File: src/rtl/pgc_pkg.sv
// ----------------------------------------------------------------------------
// Proximity gain control package
// Field types, widths, codes and the exponent gain table for the unit.
// ----------------------------------------------------------------------------
package pgc_pkg;

  localparam int unsigned EXP_TABLE_ENTRIES = 64;
  localparam int unsigned EXP_SEGS = EXP_TABLE_ENTRIES - 1;
  localparam int unsigned IDX_W = $clog2(EXP_TABLE_ENTRIES);

  localparam int unsigned KIND_W = 2;
  localparam int unsigned COORD_W = 24;
  localparam int unsigned LIMIT_W = 24;
  localparam int unsigned MUL_W = 24;
  localparam int unsigned SQ_W = 2 * MUL_W;
  localparam int unsigned FRAC_W = 16;
  localparam int unsigned P_W = FRAC_W + 1;
  localparam int unsigned GAIN_W = 16;
  localparam int unsigned CFG_IDX_W = 2;
  localparam int unsigned CNT_W = $clog2(FRAC_W + 1);

  localparam logic [KIND_W-1:0] KIND_TICK = 2'd0;
  localparam logic [KIND_W-1:0] KIND_ON = 2'd1;
  localparam logic [KIND_W-1:0] KIND_OFF = 2'd2;

  localparam logic [CFG_IDX_W-1:0] CFG_NEAR = 2'd0;
  localparam logic [CFG_IDX_W-1:0] CFG_FAR = 2'd1;

  localparam logic [LIMIT_W-1:0] NEAR_RESET = 24'd0;
  localparam logic [LIMIT_W-1:0] FAR_RESET = 24'd40960;

  localparam logic [P_W-1:0] P_ONE = {1'b1, {FRAC_W{1'b0}}};
  localparam logic [31:0] ROUND_HALF = 32'd32768;

  localparam longint unsigned LN50_Q31 = 64'd8401005435;
  localparam longint unsigned ONE_Q31 = 64'd2147483648;
  localparam longint unsigned GAIN_ONE = 64'd32768;

  typedef struct packed {
    logic [KIND_W-1:0]         kind;
    logic signed [COORD_W-1:0] rel_x;
    logic signed [COORD_W-1:0] rel_y;
    logic signed [COORD_W-1:0] rel_z;
  } item_t;

  typedef struct packed {
    logic [GAIN_W-1:0] gain;
    logic              on_event;
    logic              off_event;
  } result_t;

  // Table entry i holds 50^(-(N-1-i)/(N-1)) in Q1.15, evaluated as the
  // eighth power of a truncated series for exp(-a/8).
  function automatic logic [GAIN_W-1:0] gain_entry(input int unsigned i);
    longint unsigned a;
    longint unsigned y;
    longint unsigned term;
    longint unsigned r;
    longint unsigned g;
    longint sum;
    int unsigned k;
    int unsigned s;
    a = (LN50_Q31 * 64'(EXP_SEGS - i)) / EXP_SEGS;
    y = a >> 3;
    term = ONE_Q31;
    sum = longint'(ONE_Q31);
    for (k = 1; k <= 14; k++) begin
      term = ((term * y) >> 31) / 64'(k);
      if (k[0]) begin
        sum = sum - longint'(term);
      end else begin
        sum = sum + longint'(term);
      end
    end
    if (sum < 0) begin
      sum = 0;
    end
    r = 64'(sum);
    if (r > ONE_Q31) begin
      r = ONE_Q31;
    end
    for (s = 0; s < 3; s++) begin
      r = (r * r + (ONE_Q31 >> 1)) >> 31;
      if (r > ONE_Q31) begin
        r = ONE_Q31;
      end
    end
    g = (r + 64'd32768) >> 16;
    if (g > GAIN_ONE) begin
      g = GAIN_ONE;
    end
    return g[GAIN_W-1:0];
  endfunction

endpackage

File: src/rtl/pgc_div.sv
// ----------------------------------------------------------------------------
// Proximity gain control divider
// Restoring divider giving the fraction of the squared-distance span from near to
// far, one quotient bit per cycle.
// ----------------------------------------------------------------------------
module pgc_div import pgc_pkg::*; (
  input  logic              clk,
  input  logic              rst,
  input  logic              start,
  input  logic [SQ_W-1:0]   d2,
  input  logic [SQ_W-1:0]   n2,
  input  logic [SQ_W-1:0]   f2,
  output logic              done,
  output logic [FRAC_W-1:0] quot
);

  logic [SQ_W-1:0]  rem;
  logic [SQ_W-1:0]  span;
  logic [SQ_W:0]    rem_shift;
  logic [SQ_W:0]    rem_next;
  logic             fits;
  logic [CNT_W-1:0] count;
  logic             busy;

  assign rem_shift = {rem, 1'b0};
  assign fits = rem_shift >= {1'b0, span};
  assign rem_next = fits ? (rem_shift - {1'b0, span}) : rem_shift;

  always_ff @(posedge clk) begin
    if (rst) begin
      busy <= 1'b0;
      done <= 1'b0;
      count <= '0;
    end else begin
      done <= 1'b0;
      if (start) begin
        busy <= 1'b1;
        count <= CNT_W'(FRAC_W);
      end else if (busy) begin
        count <= count - CNT_W'(1);
        if (count == CNT_W'(1)) begin
          busy <= 1'b0;
          done <= 1'b1;
        end
      end
    end
  end

  always_ff @(posedge clk) begin
    if (start) begin
      rem <= d2 - n2;
      span <= f2 - n2;
      quot <= '0;
    end else if (busy) begin
      rem <= rem_next[SQ_W-1:0];
      quot <= {quot[FRAC_W-2:0], fits};
    end
  end

endmodule

File: src/rtl/proximity_gain_control_unit.sv
// ----------------------------------------------------------------------------
// Proximity gain control unit
// From item transfer to result the unit steps through the shared 24x24
// multiplier passes, the 16-step divider and the table lookup; the divider is
// skipped when the distance lies inside near or beyond far. The next item is
// taken once the unit is back in its idle state after the result is loaded,
// later while the previous result waits. Reset clears the status to off and
// loads near 0 and far 40960; the gain table is constant.
// ----------------------------------------------------------------------------
module proximity_gain_control_unit import pgc_pkg::*; (
  input  logic                 clk,
  input  logic                 rst,
  input  logic                 item_valid,
  output logic                 item_ready,
  input  item_t                item,
  output logic                 result_valid,
  input  logic                 result_ready,
  output result_t              result,
  input  logic                 cfg_valid,
  output logic                 cfg_ready,
  input  logic [CFG_IDX_W-1:0] cfg_index,
  input  logic [LIMIT_W-1:0]   cfg_data
);

  typedef enum logic [3:0] {
    S_IDLE,
    S_SQ_X,
    S_SQ_Y,
    S_SQ_Z,
    S_SQ_NEAR,
    S_SQ_FAR,
    S_LIMIT,
    S_DECIDE,
    S_DIVIDE,
    S_POS,
    S_INDEX,
    S_INTERP,
    S_FINISH
  } state_t;

  function automatic logic [COORD_W-1:0] magnitude(input logic signed [COORD_W-1:0] v);
    return v[COORD_W-1] ? COORD_W'(-v) : COORD_W'(v);
  endfunction

  state_t state;
  logic   running;
  logic   running_next;
  logic   on_ev;
  logic   off_ev;

  logic [LIMIT_W-1:0] near_limit;
  logic [LIMIT_W-1:0] far_limit;

  logic [COORD_W-1:0] ax;
  logic [COORD_W-1:0] ay;
  logic [COORD_W-1:0] az;
  logic [SQ_W-1:0]    d2;
  logic [SQ_W-1:0]    n2;
  logic [SQ_W-1:0]    f2;
  logic               far_above;
  logic               inside_near;
  logic [P_W-1:0]     p;

  logic [MUL_W-1:0] mul_a;
  logic [MUL_W-1:0] mul_b;
  logic [SQ_W-1:0]  mul_out;
  logic [SQ_W-1:0]  prod;

  logic              div_start;
  logic              div_done;
  logic [FRAC_W-1:0] quot;

  logic [GAIN_W-1:0] gain_rom [EXP_TABLE_ENTRIES];
  logic [IDX_W-1:0]  pos_idx;
  logic [IDX_W-1:0]  hi_idx;
  logic              at_top;
  logic [GAIN_W-1:0] lo_val;
  logic [GAIN_W-1:0] hi_val;
  logic [GAIN_W-1:0] lo;
  logic [GAIN_W-1:0] diff;
  logic [FRAC_W-1:0] frac;
  logic [31:0]       rounded;
  logic [GAIN_W-1:0] gain_value;
  logic              item_xfer;

  for (genvar g = 0; g < EXP_TABLE_ENTRIES; g++) begin : g_rom
    assign gain_rom[g] = gain_entry(g);
  end

  assign item_ready = (state == S_IDLE);
  assign cfg_ready = 1'b1;
  assign item_xfer = item_valid && item_ready;

  always_comb begin
    case (item.kind)
      KIND_ON: running_next = 1'b1;
      KIND_OFF: running_next = 1'b0;
      default: running_next = running;
    endcase
  end

  always_comb begin
    case (state)
      S_SQ_X: begin
        mul_a = ax;
        mul_b = ax;
      end
      S_SQ_Y: begin
        mul_a = ay;
        mul_b = ay;
      end
      S_SQ_Z: begin
        mul_a = az;
        mul_b = az;
      end
      S_SQ_NEAR: begin
        mul_a = MUL_W'(near_limit);
        mul_b = MUL_W'(near_limit);
      end
      S_SQ_FAR: begin
        mul_a = MUL_W'(far_limit);
        mul_b = MUL_W'(far_limit);
      end
      S_POS: begin
        mul_a = MUL_W'(p);
        mul_b = MUL_W'(EXP_SEGS);
      end
      S_INTERP: begin
        mul_a = MUL_W'(diff);
        mul_b = MUL_W'(frac);
      end
      default: begin
        mul_a = '0;
        mul_b = '0;
      end
    endcase
  end

  assign mul_out = mul_a * mul_b;

  assign pos_idx = prod[FRAC_W +: IDX_W];
  assign at_top = pos_idx >= IDX_W'(EXP_SEGS);
  assign hi_idx = at_top ? pos_idx : pos_idx + IDX_W'(1);
  assign lo_val = gain_rom[pos_idx];
  assign hi_val = gain_rom[hi_idx];

  assign rounded = prod[31:0] + ROUND_HALF;
  assign gain_value = lo + rounded[31:16];

  assign div_start = (state == S_DECIDE) && !inside_near && far_above && (d2 < f2);

  pgc_div u_div (
    .clk   (clk),
    .rst   (rst),
    .start (div_start),
    .d2    (d2),
    .n2    (n2),
    .f2    (f2),
    .done  (div_done),
    .quot  (quot)
  );

  always_ff @(posedge clk) begin
    if (rst) begin
      state <= S_IDLE;
      running <= 1'b0;
      result_valid <= 1'b0;
      near_limit <= NEAR_RESET;
      far_limit <= FAR_RESET;
    end else begin
      if (cfg_valid && cfg_ready) begin
        case (cfg_index)
          CFG_NEAR: near_limit <= cfg_data;
          CFG_FAR: far_limit <= cfg_data;
          default: ;
        endcase
      end
      if (result_valid && result_ready && (state != S_FINISH)) begin
        result_valid <= 1'b0;
      end
      case (state)
        S_IDLE: begin
          if (item_xfer) begin
            running <= running_next;
            state <= S_SQ_X;
          end
        end
        S_SQ_X: state <= S_SQ_Y;
        S_SQ_Y: state <= S_SQ_Z;
        S_SQ_Z: state <= S_SQ_NEAR;
        S_SQ_NEAR: state <= S_SQ_FAR;
        S_SQ_FAR: state <= S_LIMIT;
        S_LIMIT: state <= S_DECIDE;
        S_DECIDE: state <= div_start ? S_DIVIDE : S_POS;
        S_DIVIDE: begin
          if (div_done) begin
            state <= S_POS;
          end
        end
        S_POS: state <= S_INDEX;
        S_INDEX: state <= S_INTERP;
        S_INTERP: state <= S_FINISH;
        S_FINISH: begin
          if (!result_valid || result_ready) begin
            result_valid <= 1'b1;
            result.gain <= gain_value;
            result.on_event <= on_ev;
            result.off_event <= off_ev;
            state <= S_IDLE;
          end
        end
        default: state <= S_IDLE;
      endcase
    end
  end

  always_ff @(posedge clk) begin
    prod <= mul_out;
    case (state)
      S_IDLE: begin
        if (item_xfer) begin
          ax <= magnitude(item.rel_x);
          ay <= magnitude(item.rel_y);
          az <= magnitude(item.rel_z);
          on_ev <= (item.kind == KIND_ON);
          off_ev <= !running_next;
        end
      end
      S_SQ_Y: d2 <= prod;
      S_SQ_Z: d2 <= d2 + prod;
      S_SQ_NEAR: d2 <= d2 + prod;
      S_SQ_FAR: n2 <= prod;
      S_LIMIT: begin
        f2 <= prod;
        far_above <= prod > n2;
        inside_near <= d2 <= n2;
      end
      S_DECIDE: p <= inside_near ? P_ONE : '0;
      S_DIVIDE: begin
        if (div_done) begin
          p <= P_ONE - P_W'(quot);
        end
      end
      S_INDEX: begin
        lo <= lo_val;
        frac <= prod[FRAC_W-1:0];
        diff <= (at_top || hi_val < lo_val) ? '0 : hi_val - lo_val;
      end
      default: ;
    endcase
  end

endmodule

File: config.mk
export PLATFORM = sky130hd
export DESIGN_NAME = proximity_gain_control_unit
export DESIGN_NICKNAME = d
export VERILOG_FILES = /design/src/rtl/pgc_pkg.sv /design/src/rtl/pgc_div.sv /design/src/rtl/proximity_gain_control_unit.sv
export SDC_FILE = /design/constraint.sdc
export NUM_CORES = 2
export LEC_CHECK = 0
export ABC_AREA = 1
export BUFFER_PORTS_ARGS = -buffer_cell sky130_fd_sc_hd__buf_2
export CAP_MARGIN = 20
export CORE_ASPECT_RATIO = 1.5
export CORE_MARGIN = 10
export CORE_UTILIZATION = 27
export DETAILED_ROUTE_END_ITERATION = 10
export GPL_ROUTABILITY_DRIVEN = 0
export SLEW_MARGIN = 20
export SYNTH_ARGS = -nofsm -noshare
export SYNTH_HDL_FRONTEND = slang
export SYNTH_SLANG_ARGS = --single-unit
File: constraint.sdc
create_clock -name clk -period 6.3 [get_ports clk]
set_input_delay 0.63 -clock clk [delete_from_list [all_inputs] [get_ports clk]]
set_output_delay 0.63 -clock clk [all_outputs]
set_load 0.05 [all_outputs]
==> flow_metrics.env <==
export IMPL_status="finished with violations"
export IMPL_failed_checks="negative setup slack"
export IMPL_met1_length_um=82040
export IMPL_syn2layout_area_growth_pct=22.72
export IMPL_cts_root_buf="clkbuf_16"
export IMPL_yosysUniqueCellTypes=64
export IMPL_p_seq_share_pct=21.1
export IMPL_endpoint_kind="register"
export IMPL_start_util_pct=27.16
export IMPL_power_share_clock_pct=16.9
export IMPL_dpl_hpwl_um=200100
export IMPL_synth_edff_count=399
export IMPL_timing_final_crit_share_pct=112.1
export IMPL_vias=59670
export IMPL_overflow=0
export IMPL_die_w_um=410.0
export IMPL_clock_latency_ns=0.71
export IMPL_worst_r2r_path_depth=28
export IMPL_cp_required_ns=6.90
export IMPL_grt_max_degree=93
export IMPL_final_cell_area_sq_mm=0.07559
export IMPL_htreeDepth=3
export IMPL_slowest_stage="fa_2"
export IMPL_cts_tree="built"
export IMPL_first_global_vias=60760
export IMPL_routed_wl_um=247200
export IMPL_die_area_sq_mm=0.2480
export IMPL_grt_pass1_wl_um=362300
export IMPL_ir_drop_uv=262.9
export IMPL_tns_ns=-21.30
export IMPL_ys_seq_area_share_pct=23.52
export IMPL_fin_worst_skew_ns=0.04573
export IMPL_port_buffers=124
export IMPL_hold_class="primary input to register"
export IMPL_path_class="register to register"
export IMPL_die_h_um=605.0
export IMPL_wl_per_cell_um=20.24
export IMPL_slew_violations=0
export IMPL_sw_frac_of_total_pct=48.56
export IMPL_place_area_sq_mm=0.06975
export IMPL_wl_met2_um=121400
export IMPL_via_per_inst=4.886
export IMPL_hold_violations=0
export IMPL_path_max_fanout=8
export IMPL_dp_cells=11990
export IMPL_io_pins=126
export IMPL_coreArea_sq_mm=0.2268
export IMPL_antenna_found_initial=14
export IMPL_p_leak_nw=36.43
export IMPL_synth_area_per_cell_sq_um=7.233
export IMPL_clock_path_buffers=3
export IMPL_wl_met3_um=14990
export IMPL_ys_ff_latch=524
export IMPL_yosysWarnings=0
export IMPL_clkSlewWorstSetupHoldPaths_ns=0.06
export IMPL_numCtsBuffers=66
export IMPL_switchingPower_mw=10.99
export IMPL_cap_violations=0
export IMPL_grt_use_total_pct=19.28
export IMPL_drive_gt1_share_pct=14.99
export IMPL_synthCells=8515
export IMPL_synthFlopType="edfxtp_1"
export IMPL_internal_power_mw=11.64
export IMPL_cts_sinks=524
export IMPL_worst_slack_ns=-0.7598
export IMPL_power_mw=22.64
export IMPL_instances_no_fill=12210
export IMPL_syn_nets=9608
export IMPL_cpMostUsedCell="fa_2"
export IMPL_routed_top_layer="met5"
export IMPL_rsz0062_at_grt="yes"
export IMPL_drtPass1Iterations=7
export IMPL_drt_antenna_violating_nets=0
export IMPL_drt_iter0_markers=5088
export IMPL_fmax_mhz=141.6
export IMPL_fin_util_pct=33.33
export IMPL_maxSlewHeadroom_pct=13.39
export IMPL_syn_area_sq_mm=0.06159
export IMPL_setup_viol=37
export IMPL_power_density_mw_per_mm2=299.5
export IMPL_cp_arrival_ns=7.66
export IMPL_pwr_share_comb_pct=62.1
export IMPL_startpoint_type="register"
export IMPL_multi_input_area_sq_mm=0.04199
export IMPL_min_path_cells=1
export IMPL_seq_area_sq_mm=0.01450
export IMPL_drc=0
export IMPL_async_flop_share_pct=0
export IMPL_critical_path_max_stage_delay_ns=0.57
export IMPL_tightest_slew_ns=1.286
export IMPL_nets=10220
export IMPL_fill_cells=24100
export IMPL_fin_crit_ns=7.060
export IMPL_rows=214
==> per-layer routing <==
metal | vias up | global-route usage [%]
met5 | - | 0
met4 | 14 | 18.26
met3 | 1079 | 3.693
met2 | 2473 | 34.24
met1 | 28040 | 18.61
li1 | 28060 | -
==> final cells by class <==
| class | instances | share of cell area [%] |
|---|---|---|
| inverters | 1843 | 9.301 |
| diodes | 6 | 0.01986 |
| clock buffers | 88 | 2.377 |
| flip-flops and latches | 524 | 19.18 |
| repair buffers | 722 | 8.101 |
| multi-input cells | 5970 | 55.56 |
| repair inverters | 1 | 0.006621 |
| well taps | 3024 | 5.006 |
| clock inverters | 33 | 0.4486 |
==> metrics by stage <==
step	hold WS, ns	worst slack (ns)
floorplan	0.4003	-0.1930
global placement	0.4049	-0.9600
detailed placement	0.4093	-0.9963
CTS	0.1262	-0.6763
global route	0.1521	-0.9747
finish	0.1535	-0.7598
==> worst max-delay path, delay by kind of cell, from the launching register on <==
family | cells | cell delay (ns)
AOI/OAI and AO/OA | 2 | 0.24
xor gates and xnor gates | 1 | 0.17
adders and majority gates | 8 | 4.00
buffers and inverters | 8 | 0.90
DFF | 1 | 0.39
and+or+nand+nor | 9 | 1.28
==> state kept, by name, summed over array words and instances, names as in the netlist, 4 cells and up <==
| signal | cells |
|---|---|
| d2 | 48 |
| f2 | 48 |
| n2 | 48 |
| prod | 48 |
| u_div.rem | 48 |
| u_div.span | 48 |
| ax | 24 |
| ay | 24 |
| az | 24 |
| far_limit | 24 |
| near_limit | 24 |
| result | 18 |
| p | 17 |
| diff | 16 |
| frac | 16 |
| lo | 16 |
| u_div.quot | 16 |
| u_div.count | 5 |
| state | 4 |
==> power groups by stage <==
| stage | clock [mW] | sequential, mW | combinational (mW) |
|---|---|---|---|
| 2_1_floorplan | 0 | 4.53 | 7.77 |
| 3_3_place_gp | 0 | 4.81 | 12.2 |
| 3_5_place_dp | 0 | 4.80 | 12.2 |
| 4_1_cts | 3.88 | 4.74 | 13.0 |
| 5_1_grt | 4.01 | 4.78 | 15.3 |
| 6_report | 3.82 | 4.77 | 14.0 |
==> cell families after synthesis <==
logic type	after synthesis	share of synthesized area, %
xor+xnor	249	3.541
fa+ha+maj	988	25.90
other cells	1	0.006089
simple gates	3627	24.39
flops	524	23.52
buf+inv	2021	12.69
compound gates	1105	9.950
==> layout by cell type (no fill, tap or decap), drive strengths merged, types with 7 or more instances in the layout <==
cell type  count
a21o          13
or2           19
o22ai         32
xnor2         87
a31oi         29
a22o          16
nand3b        26
o31ai          7
nor3          87
ha           510
fa           478
nand3        382
o21bai        39
o211ai        20
a21boi        15
nor4          21
a211oi        11
clkinv        32
inv         1837
a221oi        12
and2          13
nand2       2139
nand4        145
clkbuf        91
xor2         162
edfxtp       399
dfxtp        125
o21a          15
o21ai        385
a21oi        490
nor2         785
buf          719
==> synth_stat cells (4+ instances only) <==
cell / instances / area (sq um)
nand2_1: 2127 / 7984
inv_1: 1810 / 6794
nor2_1: 773 / 2902
ha_1: 510 / 6381
a21oi_1: 487 / 2437
fa_1: 478 / 9569
edfxtp_1: 399 / 11980
nand3_1: 371 / 1857
o21ai_0: 367 / 1837
xor2_1: 162 / 1419
nand4_1: 143 / 894.6
dfxtp_1: 125 / 2502
buf_2: 93 / 465.5
xnor2_1: 87 / 762.0
nor3_1: 82 / 410.4
clkbuf_1: 55 / 206.5
o21bai_1: 39 / 292.8
o22ai_1: 32 / 200.2
a31oi_1: 29 / 181.4
inv_2: 27 / 101.4
nand3b_1: 26 / 195.2
nor4_1: 21 / 131.4
o211ai_1: 20 / 150.1
buf_4: 17 / 127.6
o21ai_1: 17 / 85.08
or2_2: 17 / 106.4
a22o_1: 16 / 140.1
a21boi_0: 15 / 112.6
o21a_1: 15 / 112.6
a21o_1: 13 / 97.59
and2_1: 13 / 81.33
a221oi_1: 12 / 105.1
nand3_2: 11 / 110.1
nand2_2: 10 / 62.56
a211oi_1: 7 / 52.55
buf_6: 7 / 78.83
nor2_2: 7 / 43.79
o31ai_1: 7 / 52.55
buf_1: 6 / 22.52
clkinv_1: 6 / 22.52
o221ai_1: 6 / 52.55
nor2_4: 5 / 56.30
a211oi_2: 4 / 50.05
a32o_1: 4 / 40.04
o311ai_0: 4 / 35.03
==> final timing paths <==
kind	startpoint	end	slack (ns)
setup / recovery	state[2]	prod[43]	-0.76
hold / removal	item[24]	ay[0]	0.15
setup reg to reg	state[2]	prod[43]	-0.76
hold reg to reg	on_ev	result[1]	0.43
==> what timing repair did <==
action	4_1_cts	5_1_grt
hold buffers	0	0
setup endpoints to repair	39	40
buffers inserted	45	54
pin swaps	107	175
gates cloned	2	4
resized for setup	364	353
Note: power is estimated with default switching activity, not from simulation.
